File: config.mk
export PLATFORM = sky130hd
export DESIGN_NAME = rmte_sqrt_cell
export DESIGN_NICKNAME = d
export VERILOG_FILES = /design/src/hdl/rmte_pkg.sv /design/src/hdl/rmte_sqrt_cell.sv
export SDC_FILE = /design/constraint.sdc
export NUM_CORES = 1
export LEC_CHECK = 0
export BUFFER_PORTS_ARGS = -buffer_cell sky130_fd_sc_hd__buf_2
export CAP_MARGIN = 20
export CELL_PAD_IN_SITES_DETAIL_PLACEMENT = 0
export CELL_PAD_IN_SITES_GLOBAL_PLACEMENT = 1
export CORE_MARGIN = 10
export CORE_UTILIZATION = 37
export DETAILED_ROUTE_END_ITERATION = 16
export PLACE_DENSITY = 0.77
export SLEW_MARGIN = 20
export SYNTH_ARGS = -nofsm -noshare
export SYNTH_HDL_FRONTEND = slang
export SYNTH_SLANG_ARGS = --single-unit
File: constraint.sdc
create_clock -name clock -period 5.7 [get_ports clock]
set_input_delay 1.14 -clock clock [delete_from_list [all_inputs] [get_ports clock]]
set_output_delay 1.14 -clock clock [all_outputs]
set_load 0.02 [all_outputs]
File: src/hdl/rmte_pkg.sv
// Shared types, constants and helper functions for the Z-Y-X Euler angle extractor.
`timescale 1ns / 1ps
package rmte_pkg;

   localparam int unsigned ELEM_W      = 16;   // matrix element, Q2.14
   localparam int unsigned OPND_W      = 17;   // arctangent operand before scaling
   localparam int unsigned XY_W        = 36;   // CORDIC x/y, operand scaled by 2^16
   localparam int unsigned Z_W         = 28;   // angle accumulator, Q24 radians
   localparam int unsigned SQ_W        = 30;   // square-root remainder and root
   localparam int unsigned SQ_STEPS    = 15;   // digit pairs of a 29-bit radicand
   localparam int unsigned THR_W       = 15;
   localparam int unsigned ANG_TAB_LEN = 24;
   localparam int unsigned OUT_W       = 16;

   localparam logic signed [ELEM_W-1:0] ONE_Q14   = 16'sd16384;
   localparam logic signed [Z_W-1:0]    PI_Q24    = 28'sd52707179;
   localparam logic signed [17:0]       ROLL_MAX  = 18'sd25736;
   localparam logic signed [17:0]       PITCH_MAX = 18'sd12868;
   localparam logic [THR_W-1:0]         THR_RESET = 15'd1;

   localparam logic signed [Z_W-1:0] ANG_TAB [0:ANG_TAB_LEN-1] = '{
      28'sd13176795, 28'sd7778716, 28'sd4110060, 28'sd2086331,
      28'sd1047214,  28'sd524117,  28'sd262123,  28'sd131069,
      28'sd65536,    28'sd32768,   28'sd16384,   28'sd8192,
      28'sd4096,     28'sd2048,    28'sd1024,    28'sd512,
      28'sd256,      28'sd128,     28'sd64,      28'sd32,
      28'sd16,       28'sd8,       28'sd4,       28'sd2
   };

   // Matrix elements and clamped sine of pitch, carried alongside the root
   typedef struct packed {
      logic signed [ELEM_W-1:0] m00;
      logic signed [ELEM_W-1:0] m01;
      logic signed [ELEM_W-1:0] m02;
      logic signed [ELEM_W-1:0] m10;
      logic signed [ELEM_W-1:0] m21;
      logic signed [ELEM_W-1:0] m22;
      logic signed [ELEM_W-1:0] s;
   } mat_type;

   typedef struct packed {
      logic [SQ_W-1:0] n;
      logic [SQ_W-1:0] r;
   } sqrt_type;

   typedef struct packed {
      logic signed [XY_W-1:0] x;
      logic signed [XY_W-1:0] y;
      logic signed [Z_W-1:0]  z;
      logic                   done;
   } cordic_type;

   // Fold the left half-plane and settle the trivial cases before rotation
   function automatic cordic_type cordic_init(input logic signed [OPND_W-1:0] y,
                                              input logic signed [OPND_W-1:0] x);
      cordic_type o;
      logic signed [OPND_W-1:0] xa;
      logic signed [OPND_W-1:0] ya;
      o.z    = '0;
      o.done = 1'b0;
      xa     = x;
      ya     = y;
      if (x == '0 && y == '0) begin
         o.done = 1'b1;
      end else begin
         if (x < 0) begin
            o.z = (y >= 0) ? PI_Q24 : -PI_Q24;
            xa  = -x;
            ya  = -y;
         end
         if (ya == '0) begin
            o.done = 1'b1;
         end
      end
      o.x = {{(XY_W-OPND_W-16){xa[OPND_W-1]}}, xa, 16'b0};
      o.y = {{(XY_W-OPND_W-16){ya[OPND_W-1]}}, ya, 16'b0};
      return o;
   endfunction

   // Round Q24 to Q3.13, saturate, negate
   function automatic logic [OUT_W-1:0] to_out(input logic signed [Z_W-1:0] z,
                                               input logic signed [17:0] lim);
      logic signed [Z_W:0]  t;
      logic signed [17:0]   a;
      logic signed [17:0]   neg;
      t = {z[Z_W-1], z} + (Z_W+1)'(1024);
      a = $signed(t[Z_W:11]);
      if (a > lim) begin
         a = lim;
      end
      if (a < -lim) begin
         a = -lim;
      end
      neg = -a;
      return neg[OUT_W-1:0];
   endfunction

endpackage

File: src/hdl/rmte_sqrt_cell.sv
// One digit-pair step of the integer square root, with its payload register.
`timescale 1ns / 1ps
module rmte_sqrt_cell import rmte_pkg::*; #(
   parameter int unsigned K = 0
) (
   input  logic     clock,
   input  logic     en,
   input  sqrt_type d_in,
   input  mat_type  m_in,
   output sqrt_type d_out,
   output mat_type  m_out
);

   localparam logic [SQ_W-1:0] BIT = SQ_W'(1) << (2 * K);

   sqrt_type        d_in_w;
   sqrt_type        d_ff;
   mat_type         m_ff;
   logic [SQ_W-1:0] trial;

   // Try the next root bit, keep it if the remainder allows
   always_comb begin
      trial = d_in.r + BIT;
      if (d_in.n >= trial) begin
         d_in_w.n = d_in.n - trial;
         d_in_w.r = (d_in.r >> 1) + BIT;
      end else begin
         d_in_w.n = d_in.n;
         d_in_w.r = d_in.r >> 1;
      end
   end

   // Advance on enable
   always_ff @(posedge clock) begin
      if (en) begin
         d_ff <= d_in_w;
         m_ff <= m_in;
      end
   end

   assign d_out = d_ff;
   assign m_out = m_ff;

endmodule

Word-level counts from Yosys, hierarchy flattened
Cells that the tools add are included.

storage, ports and cells
  register bits = 172
  bits in latches = 0
  bits in writable memories = 0
  bits in read-only memories = 0
  input bits = 174
  output and inout bits = 172
  logic and storage cells = 15
  memories = 0

cells by class
  $add $sub $neg = 3
  multipliers = 0
  div/mod/pow operators = 0
  magnitude comparators = 1
  eq/ne operators = 0
  shifts and indexed selects = 0
  muxes and demuxes = 1
  bitwise operators = 0
  reductions and logical operators = 0

operators with widths
  cell                                           count
  two-way mux 60 bit                             1
  adder 29 x 1 -> 30 bit, second input constant  1
  adder 30 x 1 -> 30 bit, second input constant  1
  >= comparator 30 bit                           1
  subtractor 30 bit                              1

Depth between registers and ports, before layout
Gate-level depths: netlist of the first run.

  word-level depth = 3
  mapped depth = 20
  gate-level depth less buffers = 17

Worst setup path before layout of the first run
Ideal clock, no wire load.

  path kind = input port to flip-flop
  from = in d_in[11] in the netlist's numbering
  to = reg d_ff, in the netlist d_out[37], data pin
  library setup time = 0.262 ns
  arrival time = 4.448 ns
  required time = 5.438 ns
  path slack = 0.990 ns
  cell stages on the path = 18
  buffers on the path = 3
  path through = buf_2 -> nand4_1 -> nor2_1 -> nand3_1 -> inv_1 -> nand3_1 -> or3_1 -> nor2_1 -> xnor2_1 -> ha_1 -> and3_1 -> buf_2 -> a311oi_1 -> nand3_1 -> a211o_1 -> and2_4 -> buf_8 -> mux2_1

RTL lines
  element                 line                  source
  start: declaration      rmte_sqrt_cell.sv:8   input sqrt_type d_in,
  end signal: assignment  rmte_sqrt_cell.sv:36  d_ff <= d_in_w;
  end: declaration        rmte_sqrt_cell.sv:17  sqrt_type d_ff;

==> results of run 1 <==
[power breakdown]
part | internal (mW) | leakage (nW) | switching (mW) | total (mW)
combinational | 0.247 | 2.54 | 0.473 | 0.720
clock | 0.585 | 0.277 | 0.539 | 1.12
sequential | 1.53 | 1.68 | 0.0277 | 1.56
[cell type report]
cell class | instances | share of cell area, %
antenna | 5 | 0.1147
sequential | 172 | 47.33
multi-input combinational | 457 | 27.30
clock buffer | 18 | 3.933
clock inverter | 14 | 1.399
timing repair buffer | 349 | 16.27
inverter | 13 | 0.4471
tap | 280 | 3.210
[metal layers]
metal | routed length [um] | vias to the layer above | global-route usage, % | share of wire [%]
met5 | 0 | - | 0 | 0
met4 | 1011 | 0 | 8.619 | 3.5
met3 | 2528 | 41 | 6.640 | 8.6
met2 | 14850 | 249 | 34.05 | 51
met1 | 10890 | 3037 | 20.89 | 37
li1 | - | 3186 | - | -
[kinds of logic (layout without fill, tap and decap cells)]
| group | count (synthesis) | after routing |
|---|---|---|
| DFF | 172 | 172 |
| muxes | 1 | 1 |
| adders and majority gates | 33 | 33 |
| xor gates and xnor gates | 76 | 76 |
| AOI/OAI and AO/OA | 124 | 124 |
| buffers and inverters | 37 | 394 |
| other | 0 | 5 |
| and+or+nand+nor | 223 | 223 |
[sequential cells by signal (all words and copies together) (netlist names)]
register and count:
m_out 112, d_out 60
[worst paths after layout]
| kind | to | slack, ps |
|---|---|---|
| min | m_out[54] | 890 |
| max | d_out[37] | 710 |
[Yosys cell counts (4+ instances only)]
master and number:
sky130_fd_sc_hd__a21o_1 8, sky130_fd_sc_hd__and3_1 4, sky130_fd_sc_hd__ha_1 32, sky130_fd_sc_hd__a21oi_1 47, sky130_fd_sc_hd__or2_2 4, sky130_fd_sc_hd__nand2_1 68, sky130_fd_sc_hd__xor2_1 34, sky130_fd_sc_hd__edfxtp_1 172
sky130_fd_sc_hd__nor4_1 5, sky130_fd_sc_hd__o21ai_0 15, sky130_fd_sc_hd__buf_2 9, sky130_fd_sc_hd__nand3_1 31, sky130_fd_sc_hd__inv_1 13, sky130_fd_sc_hd__xnor2_1 42, sky130_fd_sc_hd__clkbuf_1 7, sky130_fd_sc_hd__o21a_1 10
sky130_fd_sc_hd__nand2b_1 4, sky130_fd_sc_hd__nor3_1 21, sky130_fd_sc_hd__a31oi_1 5, sky130_fd_sc_hd__nand4_1 14, sky130_fd_sc_hd__nor2_1 53, sky130_fd_sc_hd__o31ai_1 5
==> metrics.md, run 1 <==
| Metric | Value |
|---|---|
| Result of the run | completed |
| Largest net degree at the start of global routing | roughly 120 |
| Vias/cell | approximately 5 |
| Initial antenna violation count | 3 |
| Portion of the clock cycle consumed by the worst path in the final layout | 87.55% |
| FF/Latch Area | about 0.0052 mm2 |
| Net count of the mapped netlist | 873 |
| Wire length after detailed routing | approximately 30000 um |
| Post-detailed-placement half-perimeter wirelength | 23920 um |
| Maximum capacitance violations | 0 |
| Wire length per cell after detailed routing | ~22 um |
| Final worst setup slack | approximately 710 ps |
| Top area cells in the synthesized netlist | sky130_fd_sc_hd__edfxtp_1 (62%), sky130_fd_sc_hd__ha_1 (4.8%), sky130_fd_sc_hd__xnor2_1 (4.4%) |
| RSZ-0062 raised after global routing | no |
| Total area of multi-input combinational cells | a little under 0.003 mm2 |
| Final std cells w/o fill | between 1000 and 1500 |
| Number of setup violations in the final report | 0 |
| Postcts setup bufs | 0 |
| Clock tree from TritonCTS | yes |
| Number of DRC violations after detailed-routing iteration 0 | between 400 and 500 |
| Final-report max-slew violation count | 0 |
| Multiplexer fraction of the synthesized cell area | less than 1% |
| Worst hold slack after final layout | 885.7 ps |
| DRC | 0 |
| Ys flop type | sky130_fd_sc_hd__edfxtp_1 |
| Synth Area in Adders | approximately 5.0% |
| Pin slew with the least headroom to its limit | around 1000 ps |
| Compound-cell area share of the yosys netlist | just under 10% |
| Classification of the worst setup path | input port to flip-flop |
| Kind of cell with the highest combined delay on the critical path | simple AND/OR/NAND/NOR gates |
| Total number of cells along the worst setup path | 16 |
| Deepest clock path buffer count | 2 |
| Fraction of registers with async set/reset | 0% |
| Area share of xor/xnor cells in the synthesized design | about 8% |
| Starting Density | 37.87% |
| Minimum setup slack after placement | about 280 ps |
| Yosys reg bits | around 170 |
| Clock Pin Slew Worst Setup and Hold Paths | about 70 ps |
| Worst endpoint data arrival time | ~5200 ps |
| Netlist area before placement | ~0.0083 mm2 |
| Avg Synthesized Cell Area | about 13 um2 |
| Number of instances in the placed design | between 1000 and 1500 |
| Clock sink total | approximately 170 |
| First-pass iteration count of the detailed router | 5 |
| Largest family of logic cells by synthesized area | simple AND/OR/NAND/NOR gates |
| Synth top area share | around three fifths |
| Fmax | around 0.2 GHz |
| Vertical die dimension | about 170 um |
| Grt total ovfl | 0 |
| Total Die Area | slightly below 0.03 mm2 |
| Power density normalized to cell area | 311.5 mW/mm2 |
| Overall power consumption | between 3 and 4 mW |
| Core region area | between 0.02 and 0.025 mm2 |
| Sort of element at the end of the critical path | flip-flop |
| CP startpoint kind | input port |
| CP startpoint | d_in[1] |
| Source of the worst hold timing path | m_in[54] |
| Simple-gate share of the synthesized area | between 10% and 20% |
| Max transition margin | ~31% |
| Via count of the first global-routing pass | about 6600 |
| Leakage power figure | 4.502 nW |
| Global-route wire length before repair | about 42000 um |
| CTS Hold Buffers Added | 0 |
| Core Util, Final | about half |
| H-tree depth reported by CTS | 4 |
| Cell area reported after detailed placement | roughly 0.010 mm2 |
| Number of placement rows | between 50 and 60 |
| Crit-path max FO | 56 |
| Time the final worst path needs with I/O delays and setup | between 4000 and 5000 ps |
| Peak VDD IR | between 0.00015 and 0.0002 V |
| Num ports | approximately 350 |
| Routability-driven placement congestion ratio | 0.9054 |
| Library cell with the largest summed area after synthesis | sky130_fd_sc_hd__edfxtp_1 |
| CP peak stage delay | approximately 550 ps |
| Crit path required time | about 6000 ps |
| Number of synthesized flops with an enable pin | approximately 170 |
| Worst Hold Depth | 1 |
| Most frequent cells in the layout | sky130_fd_sc_hd__buf_2 (344), sky130_fd_sc_hd__edfxtp_1 (172), sky130_fd_sc_hd__nand2_1 (68), sky130_fd_sc_hd__nor2_1 (53), sky130_fd_sc_hd__a21oi_1 (47) |
| Area added between synthesis and finish | 30.82% |
| Count of buffers inserted at the top-level ports | roughly 350 |
| Root Driver | sky130_fd_sc_hd__clkbuf_16 |
| Antenna-violating nets left | 0 |
| Chip Width | around 170 um |
| Proportion of layout cells with a drive suffix above 1 | between 30% and 40% |
| Cell count after synthesis | ~670 |
| Final number of hold-violating endpoints | 0 |
| Final non-filler cell area | 0.01091 mm2 |
| Number of fill cells in the layout | 2044 |
| Worst hold path type | input port to flip-flop |
| Library cell appearing most often on the critical path | sky130_fd_sc_hd__nand3_1 |
| Net count, final | 1217 |
| Setup TNS | 0 ps |
| Critical path buffer and inverter count | 1 |
| Cell variety after synth | a little over 60 |
| Cell at the slowest stage of the critical path | sky130_fd_sc_hd__nor4_1 |
| Cells traversed along the worst timing path | buf_2, ha_1, and3_1, nand3_1, nor4_1, nand3_1, nor2_1, xnor2_1, ha_1, a21oi_1, o21ai_0, a311oi_1, nand3_1, a211o_1, and2_4, mux2_1 |
| Global-route usage over all layers | between 10% and 20% |
| Post-cts sizing count | 0 |
| Commonest non-fill, non-tap cell in the layout | sky130_fd_sc_hd__buf_2 |
| Syn. warnings | 0 |
| Via total after detailed routing | between 6000 and 7000 |
| Num CTS Buffers | 17 |
| Sequential cell area fraction in the yosys report | roughly 62% |
No activity file was read; power rests on OpenSTA's default activity.
==> run 2, diff against run 1 <==
CORE_UTILIZATION = 30   (was 37)
PLACE_DENSITY = 0.67   (was 0.77)
clock period = 4.55 ns   (was 5.7 ns; I/O delays follow)
==> run 2 against run 1 <==
  * Count of clock-buffer cells in the layout is 1 lower
  * Global-route usage down 1.6 points
  * Largest cell class unchanged
  * First-iteration DRC count increased by 4.6%
  * Non-clock buffer count grew 91
  * Final cell count up 14%
==> metrics.md, run 2 (synthesized netlist as in run 1, its figures left out) <==
| Metric | Value |
|---|---|
| Chip Width | 186.8 um |
| CP startpoint | d_in[1] |
| Wire length after detailed routing | 32240 um |
| Vertical die dimension | ~190 um |
| Setup TNS | 0 ps |
| Number of instances in the placed design | approximately 1500 |
| Minimum setup slack after placement | -116.1 ps |
| Number of DRC violations after detailed-routing iteration 0 | 475 |
| Leakage power figure | approximately 5 nW |
| Num ports | about 350 |
| Number of setup violations in the final report | 0 |
| Flip-flop count of the largest register after layout | roughly 110 |
| Crit path required time | roughly 4700 ps |
| Deepest clock path buffer count | 2 |
| Final number of hold-violating endpoints | 0 |
| FF/Latch Area | approximately 0.0052 mm2 |
| Crit-path max FO | 14 |
| Core region area | 0.02718 mm2 |
| Num CTS Buffers | 17 |
| Fmax | 0.2373 GHz |
| Vias/cell | around 4.6 |
| Detailed-routed wire length on met2 | 16940 um |
| Met1 Routed Length | about 13000 um |
| Sort of element at the end of the critical path | flip-flop |
| Grt total ovfl | 0 |
| Clock sink total | between 150 and 200 |
| Routability-driven placement congestion ratio | ~0.85 |
| Worst endpoint data arrival time | ~4400 ps |
| H-tree depth reported by CTS | 4 |
| Pin slew with the least headroom to its limit | a little over 900 ps |
| Power density normalized to cell area | approximately 380 mW/mm2 |
| Met3 wire length | around 2100 um |
| Area added between synthesis and finish | 40.80% |
| DRC | 0 |
| Initial antenna violation count | 2 |
| Final worst setup slack | roughly 340 ps |
| Number of fill cells in the layout | ~2700 |
| CP startpoint kind | input port |
| Most frequent cells in the layout | sky130_fd_sc_hd__buf_2 (344), sky130_fd_sc_hd__edfxtp_1 (172), sky130_fd_sc_hd__buf_4 (92), sky130_fd_sc_hd__nand2_1 (68), sky130_fd_sc_hd__nor2_1 (53) |
| Starting Density | between 30% and 40% |
| Worst hold path type | input port to flip-flop |
| Number of placement rows | 60 |
| Portion of the clock cycle consumed by the worst path in the final layout | a little over 90% |
| Net count, final | between 1000 and 1500 |
| RSZ-0062 raised after global routing | no |
| CTS Hold Buffers Added | 0 |
| Count of buffers inserted at the top-level ports | around 350 |
| Global-route usage over all layers | between 10% and 20% |
| Classification of the worst setup path | input port to flip-flop |
| Clock Pin Slew Worst Setup and Hold Paths | roughly 80 ps |
| Cell area reported after detailed placement | approximately 0.011 mm2 |
| Time the final worst path needs with I/O delays and setup | ~4200 ps |
| Via count of the first global-routing pass | 7124 |
| DR top layer | met5 |
| Final-report max-slew violation count | 0 |
| Clock tree from TritonCTS | yes |
| Post-detailed-placement half-perimeter wirelength | 26590 um |
| Via total after detailed routing | just under 7000 |
| Crit path capture | d_out[44] |
| Final non-filler cell area | 0.01175 mm2 |
| Total area of multi-input combinational cells | 0.002985 mm2 |
| Peak VDD IR | 0.0002415 V |
| Global-route wire length before repair | around 47000 um |
| Wire length per cell after detailed routing | about 22 um |
| Maximum capacitance violations | 0 |
| Proportion of layout cells with a drive suffix above 1 | around 44% |
| Max transition margin | 38.36% |
| First-pass iteration count of the detailed router | 7 |
| Commonest non-fill, non-tap cell in the layout | sky130_fd_sc_hd__buf_2 |
| Total Die Area | 0.03488 mm2 |
| Root Driver | sky130_fd_sc_hd__clkbuf_16 |
| Antenna-violating nets left | 0 |
| Result of the run | completed |
| Final std cells w/o fill | between 1000 and 1500 |
| Largest net degree at the start of global routing | 94 |
[run 2: worst min-delay path by stage]
stage	start	endpoint	slack (ps)	cells after the start
floorplan	m_in[0]	m_out[0]	1010	0
global placement	m_in[44]	m_out[44]	1090	1
detailed placement	m_in[106]	m_out[106]	1090	1
CTS	m_in[44]	m_out[44]	630	1
global route	m_in[103]	m_out[103]	630	1
finish	m_in[44]	m_out[44]	650	1
[run 2: report_power, final]
part / internal (mW) / leakage, nW / switching [mW]
Combinational: 0.380 / 2.99 / 0.618
Sequential: 1.91 / 1.68 / 0.0369
Clock: 0.741 / 0.289 / 0.730
[run 2: timing repair]
| item | in CTS | in global routing |
|---|---|---|
| resized for setup | 0 | 1 |
| setup endpoints to repair | 0 | 1 |
| setup buffers | 0 | 0 |
[run 2: layout make-up]
type | count | share of cell area [%]
well taps | 372 | 3.963
diodes | 1 | 0.02131
clock inverters | 15 | 1.438
flip-flops and latches | 172 | 43.98
clock buffers | 17 | 3.622
inverters | 13 | 0.4155
multi-input cells | 457 | 25.42
repair buffers | 440 | 21.15
[run 2: critical path: stages]
cell and delay (ps):
sky130_fd_sc_hd__buf_2 100, sky130_fd_sc_hd__ha_1 170, sky130_fd_sc_hd__and3_1 220, sky130_fd_sc_hd__nand3_1 130, sky130_fd_sc_hd__nor4_2 290, sky130_fd_sc_hd__buf_4 170
sky130_fd_sc_hd__nand3_1 120, sky130_fd_sc_hd__nor2_1 170, sky130_fd_sc_hd__xnor2_1 170, sky130_fd_sc_hd__ha_1 290, sky130_fd_sc_hd__a21oi_1 160, sky130_fd_sc_hd__o21ai_0 120
sky130_fd_sc_hd__a311oi_1 290, sky130_fd_sc_hd__buf_4 170, sky130_fd_sc_hd__nand3_1 70, sky130_fd_sc_hd__a211o_1 270, sky130_fd_sc_hd__and2_4 230, sky130_fd_sc_hd__buf_4 190
sky130_fd_sc_hd__nor2_1 90, sky130_fd_sc_hd__a21oi_1 50
[run 2: per-stage QoR]
stage	utilization [%]	total power [mW]	hold slack [ps]
floorplan	-	2.522	1009
global route	43.21	4.618	626.9
global placement	41.00	2.988	1087
CTS	43.19	4.474	630.7
detailed placement	41.00	2.994	1088
finish	43.22	4.419	646.1
[run 2: routing by layer]
metal | vias up | track usage (%)
met1 | 3292 | 19.92
met4 | 4 | 3.660
met3 | 19 | 5.121
li1 | 3368 | -
met2 | 227 | 32.98
met5 | - | 0
