**src/hdl/rmte_pkg.sv**
```systemverilog
// Shared types, constants and helper functions for the Z-Y-X Euler angle extractor.
`timescale 1ns / 1ps
package rmte_pkg;

   localparam int unsigned ELEM_W      = 16;   // matrix element, Q2.14
   localparam int unsigned OPND_W      = 17;   // arctangent operand before scaling
   localparam int unsigned XY_W        = 36;   // CORDIC x/y, operand scaled by 2^16
   localparam int unsigned Z_W         = 28;   // angle accumulator, Q24 radians
   localparam int unsigned SQ_W        = 30;   // square-root remainder and root
   localparam int unsigned SQ_STEPS    = 15;   // digit pairs of a 29-bit radicand
   localparam int unsigned THR_W       = 15;
   localparam int unsigned ANG_TAB_LEN = 24;
   localparam int unsigned OUT_W       = 16;

   localparam logic signed [ELEM_W-1:0] ONE_Q14   = 16'sd16384;
   localparam logic signed [Z_W-1:0]    PI_Q24    = 28'sd52707179;
   localparam logic signed [17:0]       ROLL_MAX  = 18'sd25736;
   localparam logic signed [17:0]       PITCH_MAX = 18'sd12868;
   localparam logic [THR_W-1:0]         THR_RESET = 15'd1;

   localparam logic signed [Z_W-1:0] ANG_TAB [0:ANG_TAB_LEN-1] = '{
      28'sd13176795, 28'sd7778716, 28'sd4110060, 28'sd2086331,
      28'sd1047214,  28'sd524117,  28'sd262123,  28'sd131069,
      28'sd65536,    28'sd32768,   28'sd16384,   28'sd8192,
      28'sd4096,     28'sd2048,    28'sd1024,    28'sd512,
      28'sd256,      28'sd128,     28'sd64,      28'sd32,
      28'sd16,       28'sd8,       28'sd4,       28'sd2
   };

   // Matrix elements and clamped sine of pitch, carried alongside the root
   typedef struct packed {
      logic signed [ELEM_W-1:0] m00;
      logic signed [ELEM_W-1:0] m01;
      logic signed [ELEM_W-1:0] m02;
      logic signed [ELEM_W-1:0] m10;
      logic signed [ELEM_W-1:0] m21;
      logic signed [ELEM_W-1:0] m22;
      logic signed [ELEM_W-1:0] s;
   } mat_type;

   typedef struct packed {
      logic [SQ_W-1:0] n;
      logic [SQ_W-1:0] r;
   } sqrt_type;

   typedef struct packed {
      logic signed [XY_W-1:0] x;
      logic signed [XY_W-1:0] y;
      logic signed [Z_W-1:0]  z;
      logic                   done;
   } cordic_type;

   // Fold the left half-plane and settle the trivial cases before rotation
   function automatic cordic_type cordic_init(input logic signed [OPND_W-1:0] y,
                                              input logic signed [OPND_W-1:0] x);
      cordic_type o;
      logic signed [OPND_W-1:0] xa;
      logic signed [OPND_W-1:0] ya;
      o.z    = '0;
      o.done = 1'b0;
      xa     = x;
      ya     = y;
      if (x == '0 && y == '0) begin
         o.done = 1'b1;
      end else begin
         if (x < 0) begin
            o.z = (y >= 0) ? PI_Q24 : -PI_Q24;
            xa  = -x;
            ya  = -y;
         end
         if (ya == '0) begin
            o.done = 1'b1;
         end
      end
      o.x = {{(XY_W-OPND_W-16){xa[OPND_W-1]}}, xa, 16'b0};
      o.y = {{(XY_W-OPND_W-16){ya[OPND_W-1]}}, ya, 16'b0};
      return o;
   endfunction

   // Round Q24 to Q3.13, saturate, negate
   function automatic logic [OUT_W-1:0] to_out(input logic signed [Z_W-1:0] z,
                                               input logic signed [17:0] lim);
      logic signed [Z_W:0]  t;
      logic signed [17:0]   a;
      logic signed [17:0]   neg;
      t = {z[Z_W-1], z} + (Z_W+1)'(1024);
      a = $signed(t[Z_W:11]);
      if (a > lim) begin
         a = lim;
      end
      if (a < -lim) begin
         a = -lim;
      end
      neg = -a;
      return neg[OUT_W-1:0];
   endfunction

endpackage

```
**src/hdl/rmte_cordic_cell.sv**
```systemverilog
// One CORDIC vectoring micro-rotation with its state register.
`timescale 1ns / 1ps
module rmte_cordic_cell import rmte_pkg::*; #(
   parameter int unsigned I = 0
) (
   input  logic       clock,
   input  logic       en,
   input  cordic_type d_in,
   output cordic_type d_out
);

   cordic_type             d_in_w;
   cordic_type             d_ff;
   logic signed [XY_W-1:0] dx;
   logic signed [XY_W-1:0] dy;

   // Rotate towards the x axis unless already settled
   always_comb begin
      dx     = d_in.y >>> I;
      dy     = d_in.x >>> I;
      d_in_w = d_in;
      if (!d_in.done) begin
         if (d_in.y >= 0) begin
            d_in_w.x = d_in.x + dx;
            d_in_w.y = d_in.y - dy;
            d_in_w.z = d_in.z + ANG_TAB[I];
         end else begin
            d_in_w.x = d_in.x - dx;
            d_in_w.y = d_in.y + dy;
            d_in_w.z = d_in.z - ANG_TAB[I];
         end
      end
   end

   always_ff @(posedge clock) begin
      if (en) begin
         d_ff <= d_in_w;
      end
   end

   assign d_out = d_ff;

endmodule

```
**config.mk**
```make
export PLATFORM = sky130hd
export DESIGN_NAME = rmte_cordic_cell
export DESIGN_NICKNAME = d
export VERILOG_FILES = /design/src/hdl/rmte_pkg.sv /design/src/hdl/rmte_cordic_cell.sv
export SDC_FILE = /design/constraint.sdc
export NUM_CORES = 1
export LEC_CHECK = 0
export BUFFER_PORTS_ARGS = -buffer_cell sky130_fd_sc_hd__buf_2
export CELL_PAD_IN_SITES_DETAIL_PLACEMENT = 2
export CELL_PAD_IN_SITES_GLOBAL_PLACEMENT = 2
export CORE_AREA = 4 4 184 186
export CTS_CLUSTER_SIZE = 40
export DETAILED_ROUTE_END_ITERATION = 8
export DIE_AREA = 0 0 188 190
export GPL_ROUTABILITY_DRIVEN = 0
export PLACE_DENSITY_LB_ADDON = 0.08
export SYNTH_ARGS = -nofsm -noshare
export SYNTH_HDL_FRONTEND = slang
export SYNTH_SLANG_ARGS = --single-unit
```
**constraint.sdc**
```tcl
create_clock -name clock -period 9.8 [get_ports clock]
set_input_delay 1.47 -clock clock [delete_from_list [all_inputs] [get_ports clock]]
set_output_delay 1.47 -clock clock [all_outputs]
set_load 0.01 [all_outputs]
```
# After elaboration in Yosys (flattened, before gate mapping)
# Index checks and enable logic that the tools add are counted.
[totals]
word_cells = 12
input_bits = 103
ff_bits = 101
[classes]
mux = 2
n_addsub = 5
n_lt_le_gt_ge = 1
[ops]
columns = ["op", "n"]
rows = [
  ["$mux W100", 2],
  ["$sub A36 B36 Y36", 2],
  ["$add A36 B36 Y36", 1],
  ["$ge A36 B1 Y1 const B", 1],
  ["$add A28 B25 Y28 const B", 1],
  ["$sub A28 B25 Y28 const B", 1],
]

# Longest topological paths before layout
# Gate-level depths: netlist of run 1.
[logic_depth]
ltp_word = 3
depth_mapped = 18

# Worst setup path before layout of run 1
# No wires, ideal clock.
[synth_path]
path_type = "input port to flip-flop"
start = "input d_in[64] (netlist name)"
end = "register d_ff (netlist bit d_out[22]), data pin"
slack_ps = 4565
arrival_ps = 4977
cell_stages = 16
path_cell_list = "clkbuf_1 > inv_1 > clkbuf_1 > buf_1 > clkbuf_1 > ha_1 > a21oi_1 > nand3b_1 > a221o_1 > a31oi_2 > o21ai_1 > a211o_1 > a21oi_1 > xnor2_1 > nor2_1 > xnor2_1"
[synth_lines]
columns = ["element", "line", "rtl"]
rows = [
  ["start: declaration", "rmte_cordic_cell.sv:8", "input cordic_type d_in,"],
  ["end signal: assignment", "rmte_cordic_cell.sv:37", "d_ff <= d_in_w;"],
  ["end: declaration", "rmte_cordic_cell.sv:13", "cordic_type d_ff;"],
]

==> results of run 1 <==
area by class of cell:
cell class / count / area (um^2) / area share (%)
Inverter: 119 / 446.7 / 3.405
Clock buffer: 9 / 225.2 / 1.717
Tap cell: 442 / 553.0 / 4.216
Timing Repair Buffer: 208 / 1061 / 8.088
Sequential cell: 101 / 3033 / 23.12
Multi-Input combinational cell: 1144 / 7700 / 58.69
Clock inverter: 7 / 100.1 / 0.7630
per-stage QoR:
step / power [mW] / hold WS, ns / instances / setup slack (ns) / cell area, um^2
floorplan: 1.021 / 1.569 / 1446 / 4.565 / 11500
finish: 1.688 / 1.394 / 2030 / 4.721 / 13120
global route: 1.799 / 1.379 / 2030 / 4.361 / 13120
detailed placement: 1.279 / 1.795 / 2014 / 4.319 / 12790
CTS: 1.711 / 1.375 / 2030 / 4.729 / 13120
global placement: 1.260 / 1.783 / 2014 / 4.430 / 12790
power breakdown:
part | internal, mW | switching, mW
Combinational | 0.256 | 0.453
Clock | 0.208 | 0.207
Sequential | 0.546 | 0.0165
Total | 1.01 | 0.677
cells in the final DEF (no fill, tap or decap), types with 5 or more instances in the layout:
cell / instances
a221oi_1: 7
o21bai_1: 24
nor3_1: 34
and2_1: 5
o21a_1: 11
nor2_1: 124
mux2i_1: 35
nand4_1: 12
nand3_1: 20
inv_1: 115
a21o_1: 30
or3_1: 8
nor2b_1: 12
xnor2_1: 80
o21ai_1: 6
o211ai_1: 14
edfxtp_1: 101
buf_2: 200
o31ai_1: 15
a211oi_1: 19
buf_4: 8
a31oi_1: 19
xor2_1: 18
and3_1: 7
a21boi_0: 5
clkbuf_16: 9
ha_1: 117
o21ai_0: 123
a211o_1: 6
a21oi_1: 176
o22ai_1: 6
nor4_1: 12
nand2_1: 114
nand2b_1: 9
worst min path at each step:
stage             start        end  slack [ns]  cells after the start
2_1_floorplan   d_in[0]   d_out[0]        1.57                      0
3_3_place_gp   d_in[28]  d_out[28]        1.78                      2
3_5_place_dp   d_in[17]  d_out[17]        1.80                      3
4_1_cts        d_in[28]  d_out[28]        1.37                      2
5_1_grt        d_in[28]  d_out[28]        1.38                      2
6_report       d_in[28]  d_out[28]        1.39                      2
worst max-delay path, stage by stage:
cell,delay [ns]
buf_4,0.28
inv_2,0.63
buf_4,0.71
ha_1,0.44
a211o_1,0.29
a21oi_1,0.20
nor2_1,0.07
nor3b_1,0.21
nand3_1,0.10
o211ai_1,0.13
o21ai_0,0.22
xnor2_1,0.19
nand2_1,0.09
xnor2_1,0.14
layer usage:
layer / wire [um] / GRT usage, % / part of all wire [%]
met1: 21050 / 33.53 / 47
met2: 21430 / 42.08 / 48
met3: 1556 / 3.303 / 3.5
met4: 739 / 5.421 / 1.7
met5: 0 / 0 / 0
logic make-up (layout without fill, tap and decap cells):
logic type / after synthesis / after routing / synth area share (%)
AO/OA/AOI/OAI: 515 / 515 / 28.09
buffers and inverters: 201 / 343 / 6.680
adder cells (fa/ha/maj): 120 / 120 / 13.25
multiplexers: 39 / 39 / 3.438
XOR/XNOR: 98 / 98 / 7.463
flip-flops: 101 / 101 / 26.37
AND/OR/NAND/NOR: 372 / 372 / 14.71
==> impl_summary.txt, run 1 <==
----------------------------------------------------
[Run status]
  Status ... complete, no violations

[Yosys]
  Flip-flop and latch count after synthesis ... 101
  Ys async rst share ... 0%
  Area of the mapped netlist ... 11500 um^2
  Cell types with the highest counts after synthesis ... 176 x a21oi_1, 124 x nor2_1, 123 x o21ai_0
  Area share of the leading cell type in the synthesized netlist ... 26.37%
  Cell types occupying the most area after synthesis ... edfxtp_1 26%, ha_1 13%, a21oi_1 7.7%
  Largest area contributor in the synthesized netlist ... edfxtp_1
  Main flop type after synthesis ... edfxtp_1
  Syn Inst Count ... 1446
  Synthesis warning total ... 0
  Synth cell types ... 76
  Sequential area share after synthesis ... 26.37%
  EDFF count, synth ... 101
  Syn nets ... 1669
  Mean post-synth cell area ... 7.954 um^2
  Most repeated cell in the gate-level netlist after synthesis ... a21oi_1

[STA]
  Final critical-path required period ... 5.079 ns
  Final Hold Vio Count ... 0
  Number of setup violations in the final report ... 0
  Crit share post-route ... 51.83%
  Worst-case headroom to the max-slew limit ... 35.05%
  Count of pins over their slew limit ... 0
  Setup repair after global routing missed its margin ... no
  Least-Margin Pin Slew ... 0.9497 ns
  FMAX ... 0.1969 GHz
  Summed negative setup slack over all endpoints ... 0 ns

[Die]
  Starting density of the core ... 35.62%
  Total I/O pin count ... 204
  Floorplan die area ... 35720 um^2
  Row Count ... 66
  Total core area ... 32290 um^2
  Overall die height ... 190 um
  Chip width ... 188 um

[Global routing]
  All-layer global routing usage ... 24.69%
  Number of global-route vias before repair ... 12360
  Largest net degree at the start of global routing ... 83
  Initial antenna violation count ... 0
  GRT overflow ... 0
  Wire length of the first global-routing pass ... 71000 um

[Critical path]
  Worst path arrival time ... 5.23 ns
  Worst setup startpoint ... d_in[64]
  Critical path endpoint ... d_out[25]
  Kind of start point of the critical path ... primary input
  Critical path endpoint category ... flop
  Crit path required time ... 9.95 ns
  Setup Crit Path Kind ... in2reg
  Max FO, Critical Path ... 55

[Flow run]
  Number of maximum-capacitance violations ... 0

[Routing]
  Number of DRC violations after detailed-routing iteration 0 ... 639
  Post-DR wirelength/cell ... 22.05 um
  Routed Wire Length ... 44770 um
  Final routed DRC violation total ... 0
  Count of nets left with antenna violations after detail routing ... 0
  1st-pass router iterations ... 5
  Number of vias per cell after detailed routing ... 5.672
  Vias after detailed routing ... 11510

[Final layout]
  Layout-stage area growth over the synthesis result ... 14.07%
  FILL cells ... 3772
  Utilization of the core after routing ... 40.63%
  Layout cell share with drive strength beyond 1 ... 15.55%
  Number of nets in the layout ... 1806
  Flip-flop count of the largest register, all copies and words added ... 101
  Number of diodes added for antenna fixing ... 0

[Clock network]
  CTS buffer count ... 9
  Resized Gates After CTS ... 0
  Number of hold buffers added after CTS ... 0
  Clock tree from TritonCTS ... yes
  Root buf cell ... clkbuf_16
  # Post-CTS Setup Buffers ... 0
  Total number of H-tree levels ... 3
  Clk slew on worst S/H paths ... 0.09 ns
  Clock sinks ... 101
  Longest Clk Path Bufs ... 2

[Pwr]
  Maximum ir drop on the vdd rail ... 0.08374 mV
  Static leakage ... 5.680 nW
  Pwr dens ... 128.6 nW/um^2

[Placement]
  Count of input and output buffers ... 203
  Detailed placer's ending HPWL ... 34990 um

[Worst hold path]
  Worst min-delay path class ... in2reg

----------------------------------------------------
(Power assumes the default switching activity.)
==> run 2, diff against run 1 <==
ABC_AREA = 1   (was default)
CORE_AREA = 4 4 226 228   (was 4 4 184 186)
DIE_AREA = 0 0 230 232   (was 0 0 188 190)
clock period = 4.45 ns   (was 9.8 ns; I/O delays follow)
==> run 2 against run 1 <==
Final cell count is 51% higher. Die area up 49%. Via count up 36%. Global-route usage up 0.73 points. Worst setup slack lost 3.5 ns. Power up 150%. Flip-flop and latch count did not move. Sequential power up 120%. Highest routed layer is now met5.
==> impl_summary.txt, run 2 <==
----------------------------------------------------
[Yosys]
  EDFF count, synth ... 101
  Ys async rst share ... 0%
  Area of the mapped netlist ... 13580 um^2
  Syn nets ... 2449
  Synthesis warning total ... 0
  Area share of the leading cell type in the synthesized netlist ... 22.34%
  Most repeated cell in the gate-level netlist after synthesis ... nand2_1
  Synth cell types ... 54
  Sequential area share after synthesis ... 22.34%
  Main flop type after synthesis ... edfxtp_1
  Cell types occupying the most area after synthesis ... edfxtp_1 22%, nand2_1 19%, ha_1 11%
  Mean post-synth cell area ... 6.100 um^2
  Flip-flop and latch count after synthesis ... 101
  Cell types with the highest counts after synthesis ... 672 x nand2_1, 321 x inv_1, 226 x nor2_1
  Syn Inst Count ... 2226
  Largest area contributor in the synthesized netlist ... edfxtp_1

[Routing]
  Number of DRC violations after detailed-routing iteration 0 ... 751
  Vias after detailed routing ... 15680
  Final routed DRC violation total ... 0
  Post-DR wirelength/cell ... 22.64 um
  Count of nets left with antenna violations after detail routing ... 0
  Number of vias per cell after detailed routing ... 5.132
  1st-pass router iterations ... 5
  Routed Wire Length ... 69200 um

[Final layout]
  Number of diodes added for antenna fixing ... 0
  Layout-stage area growth over the synthesis result ... 14.58%
  Number of standard cells in the layout, taps in and fillers out ... 3056
  Number of nets in the layout ... 2610
  FILL cells ... 6144
  Commonest non-fill, non-tap cells in the layout ... 672 x nand2_1, 320 x inv_1, 226 x nor2_1
  Most frequent standard cell in the layout excluding fill and tap cells ... nand2_1
  Flip-flop count of the largest register, all copies and words added ... 101
  Layout cell share with drive strength beyond 1 ... 11.83%

[STA]
  Summed negative setup slack over all endpoints ... 0 ns
  Setup repair after global routing missed its margin ... no
  Count of pins over their slew limit ... 0
  FMAX ... 0.3080 GHz
  Final critical-path required period ... 3.247 ns
  Worst hold slack ... 0.5720 ns
  Worst-case headroom to the max-slew limit ... 52.75%
  Number of setup violations in the final report ... 0
  Crit share post-route ... 72.97%
  Least-Margin Pin Slew ... 0.7088 ns
  Final Hold Vio Count ... 0

[Flow run]
  Number of maximum-capacitance violations ... 0

[Global routing]
  Wire length of the first global-routing pass ... 103700 um
  Initial antenna violation count ... 1
  GRT overflow ... 0
  All-layer global routing usage ... 25.43%
  Largest net degree at the start of global routing ... 51
  Number of global-route vias before repair ... 17170

[Die]
  Total core area ... 48850 um^2
  Overall die height ... 232 um
  Row Count ... 81
  Floorplan die area ... 53360 um^2
  Starting density of the core ... 27.80%
  Chip width ... 230 um
  Total I/O pin count ... 204

[Clock network]
  Clk slew on worst S/H paths ... 0.08 ns
  Clock tree from TritonCTS ... yes
  Resized Gates After CTS ... 0
  CTS buffer count ... 9
  Longest Clk Path Bufs ... 2
  Number of hold buffers added after CTS ... 0
  Clock sinks ... 101
  Total number of H-tree levels ... 3
  # Post-CTS Setup Buffers ... 0
  Root buf cell ... clkbuf_16

[Pwr]
  Sw Share ... 43.51%
  Pwr dens ... 267.0 nW/um^2
  Reported net switching power ... 1.807 mW
  Static leakage ... 7.913 nW
  Total power ... 4.154 mW
  Maximum ir drop on the vdd rail ... 0.1513 mV
  Internal power consumption ... 2.347 mW
  Part of the power in the clock network ... 25.1%
  Fraction of power consumed by sequential logic ... 29.4%
  Combinational Power Share ... 45.5%

[Placement]
  Detailed placer's ending HPWL ... 58210 um
  Count of input and output buffers ... 203
  Placed insts ... 3040

[Run status]
  Status ... complete, no violations

[Worst hold path]
  Worst min-delay path class ... in2reg

[Critical path]
  Max FO, Critical Path ... 11
  Crit path required time ... 4.61 ns
  Setup Crit Path Kind ... in2reg
  Worst path arrival time ... 3.41 ns
  Kind of start point of the critical path ... primary input
  Critical path endpoint category ... flop

----------------------------------------------------
## run 2: kinds of logic after synthesis
family / Yosys count / synth area share, %
xor+xnor: 45 / 3.179
compound gates: 394 / 16.01
buf+inv: 401 / 11.83
flops: 101 / 22.34
fa+ha+maj: 121 / 11.30
simple gates: 1164 / 35.35
## run 2: worst max-delay path: stages
cell     delay [ns]
buf_2          0.11
inv_1          0.06
ha_1           0.52
nand2_1        0.21
nor2_1         0.45
a21oi_1        0.28
o21ai_1        0.57
nand2_1        0.15
nand3_1        0.11
nand3_1        0.09
nand3_1        0.13
nand2_1        0.05
## run 2: layer usage
| metal | wire length, um | GRT usage (%) |
|---|---|---|
| met5 | 8 | 0 |
| met4 | 2047 | 7.278 |
| met3 | 2889 | 3.619 |
| met2 | 32690 | 43.79 |
| met1 | 31560 | 33.25 |
## run 2: power by group through the flow
stage               clock, mW  sequential (mW)  combinational [mW]
floorplan                   0             1.30                1.06
global placement            0             1.24                1.83
detailed placement          0             1.24                1.88
CTS                      1.09             1.22                1.89
global route             1.12             1.23                2.09
finish                   1.04             1.22                1.89
## run 2: area by class of cell
class / instances / area, um^2 / area share [%]
inverters: 334 / 1255 / 8.067
flip-flops and latches: 101 / 3033 / 19.49
clock buffers: 10 / 229.0 / 1.472
well taps: 664 / 830.8 / 5.340
multi-input cells: 1724 / 8939 / 57.46
repair buffers: 217 / 1139 / 7.319
clock inverters: 6 / 132.6 / 0.8525
## run 2: worst paths after layout
check                 startpoint  cells past startpoint  slack (ns)        end
worst max-delay path    d_in[34]                     12        1.20  d_out[87]
worst min-delay path    d_in[17]                      3        0.57  d_out[17]
## run 2: metrics by stage
stage          setup slack (ns)  area [um^2]  util (%)
2_1_floorplan             1.245        13580         -
3_3_place_gp             0.8770        15200     31.11
3_5_place_dp             0.8541        15200     31.11
4_1_cts                   1.292        15560     31.85
5_1_grt                   1.090        15560     31.85
6_report                  1.203        15560     31.85
==> run 3, diff against run 2 <==
CORE_AREA = 4 4 215 217   (was 4 4 226 228)
DIE_AREA = 0 0 219 221   (was 0 0 230 232)
clock period = 3 ns   (was 4.45 ns; I/O delays follow)
==> run 3 against run 2 <==
Via count grew 2.9%. Sequential power grew 49%. Die area shrank 9.3%. First-iteration DRC count grew 18%. Final cell count grew 0.62%. Hold slack lost 0.22 ns. Combinational power grew 58%. Worst setup slack lost 1.0 ns. Critical path type unchanged. Critical endpoint is now d_out[82]. Highest routed layer unchanged.
==> impl_summary.txt, run 3 (synthesis results as in run 2) <==
----------------------------------------------------
[Run status]
  Status ... complete, no violations

[Routing]
  Routed Wire Length ... 68480 um
  Number of vias per cell after detailed routing ... 5.248
  Number of DRC violations after detailed-routing iteration 0 ... 886
  Post-DR wirelength/cell ... 22.27 um
  Count of nets left with antenna violations after detail routing ... 0
  Vias after detailed routing ... 16140
  Final routed DRC violation total ... 0
  1st-pass router iterations ... 5

[Final layout]
  Layout cell share with drive strength beyond 1 ... 15.06%
  Number of nets in the layout ... 2702
  Flip-flop count of the largest register, all copies and words added ... 101
  Commonest non-fill, non-tap cells in the layout ... 672 x nand2_1, 320 x inv_1, 226 x nor2_1
  Layout-stage area growth over the synthesis result ... 18.78%
  Area taken by multi-input logic gates ... 8939 um^2
  Flip-flop and latch area ... 3033 um^2
  Number of diodes added for antenna fixing ... 0
  Utilization of the core after routing ... 36.55%
  Most frequent standard cell in the layout excluding fill and tap cells ... nand2_1
  FILL cells ... 5672

[STA]
  Final Hold Vio Count ... 0
  Least-Margin Pin Slew ... 0.7020 ns
  Worst hold slack ... 0.3485 ns
  Number of setup violations in the final report ... 0
  Final critical-path required period ... 2.810 ns
  FMAX ... 0.3559 GHz
  Worst-case headroom to the max-slew limit ... 52.71%
  Setup repair after global routing missed its margin ... no
  Crit share post-route ... 93.66%
  Count of pins over their slew limit ... 0

[Clock network]
  Clk slew on worst S/H paths ... 0.08 ns
  # Post-CTS Setup Buffers ... 0
  Number of hold buffers added after CTS ... 0
  Total number of H-tree levels ... 3
  Resized Gates After CTS ... 0
  Clock sinks ... 101
  Root buf cell ... clkbuf_16
  Clock tree from TritonCTS ... yes
  CTS buffer count ... 9
  Longest Clk Path Bufs ... 2

[Die]
  Row Count ... 77
  Total I/O pin count ... 204
  Floorplan die area ... 48400 um^2
  Chip width ... 219 um
  Starting density of the core ... 30.77%
  Overall die height ... 221 um
  Total core area ... 44120 um^2

[Pwr]
  Static leakage ... 8.343 nW
  Pwr dens ... 372.7 nW/um^2
  Maximum ir drop on the vdd rail ... 0.3029 mV

[Critical path]
  Max FO, Critical Path ... 8
  Setup Crit Path Kind ... in2reg
  Worst path arrival time ... 2.98 ns
  Kind of start point of the critical path ... primary input
  Crit path required time ... 3.17 ns
  Critical path endpoint category ... flop

[Global routing]
  GRT overflow ... 0
  Number of global-route vias before repair ... 17590
  Wire length of the first global-routing pass ... 103700 um
  Initial antenna violation count ... 1
  Largest net degree at the start of global routing ... 102
  All-layer global routing usage ... 27.82%

[Placement]
  Count of input and output buffers ... 203
  Detailed placer's ending HPWL ... 57380 um

[Worst hold path]
  Worst min-delay path class ... in2reg

[Flow run]
  Number of maximum-capacitance violations ... 0

----------------------------------------------------
[run 3: changes by cell type in the layout (fill, tap and decap cells not counted)]
cell       delta
bufinv_16     -4
buf_4        +86
buf_12        +6
clkinv_2      +3
[run 3: area by class of cell]
cell class / instances / area share [%]
clock buffers: 10 / 1.420
flip-flops and latches: 101 / 18.81
well taps: 592 / 4.593
repair buffers: 309 / 11.81
multi-input cells: 1724 / 55.42
clock inverters: 5 / 0.1707
inverters: 334 / 7.781
[run 3: through the flow]
step / std cells / power [mW] / setup WS (ns) / setup TNS, ns / cell area (um^2)
floorplan: 2226 / 3.495 / 0.01287 / 0 / 13580
global placement: 3060 / 4.704 / -0.07400 / -0.1266 / 15870
detailed placement: 3060 / 4.805 / -0.1114 / -0.5277 / 15870
CTS: 3075 / 6.054 / 0.3305 / 0 / 16130
global route: 3075 / 6.417 / 0.03083 / 0 / 16130
finish: 3075 / 6.011 / 0.1901 / 0 / 16130
[run 3: report_power, final]
group	leakage [nW]	switching (mW)	total (mW)	internal, mW
Sequential	0.987	0.0534	1.82	1.76
Combinational	7.23	2.01	2.98	0.972
Clock	0.130	0.658	1.21	0.556
[run 3: path summary, 6_finish.rpt]
check / start / end / slack (ns) / cells after the start
setup / recovery: d_in[35] / d_out[82] / 0.19 / 13
hold / removal: d_in[23] / d_out[23] / 0.35 / 3
[run 3: critical path: stages]
cell,delay (ns)
buf_2,0.11
inv_1,0.05
ha_1,0.49
nand2_1,0.24
nor2_2,0.35
nand3_1,0.23
nand3_1,0.18
nand2_1,0.09
nand2_1,0.13
o21ai_0,0.10
o21ai_0,0.25
o21ai_0,0.14
buf_4,0.16
[run 3: per-layer routing]
layer | vias to the layer above | GRT usage [%] | wire length, um
li1 | 7688 | - | -
met1 | 7987 | 35.59 | 30040
met2 | 371 | 47.52 | 32730
met3 | 91 | 4.239 | 3358
met4 | 2 | 9.766 | 2331
met5 | - | 0 | 13
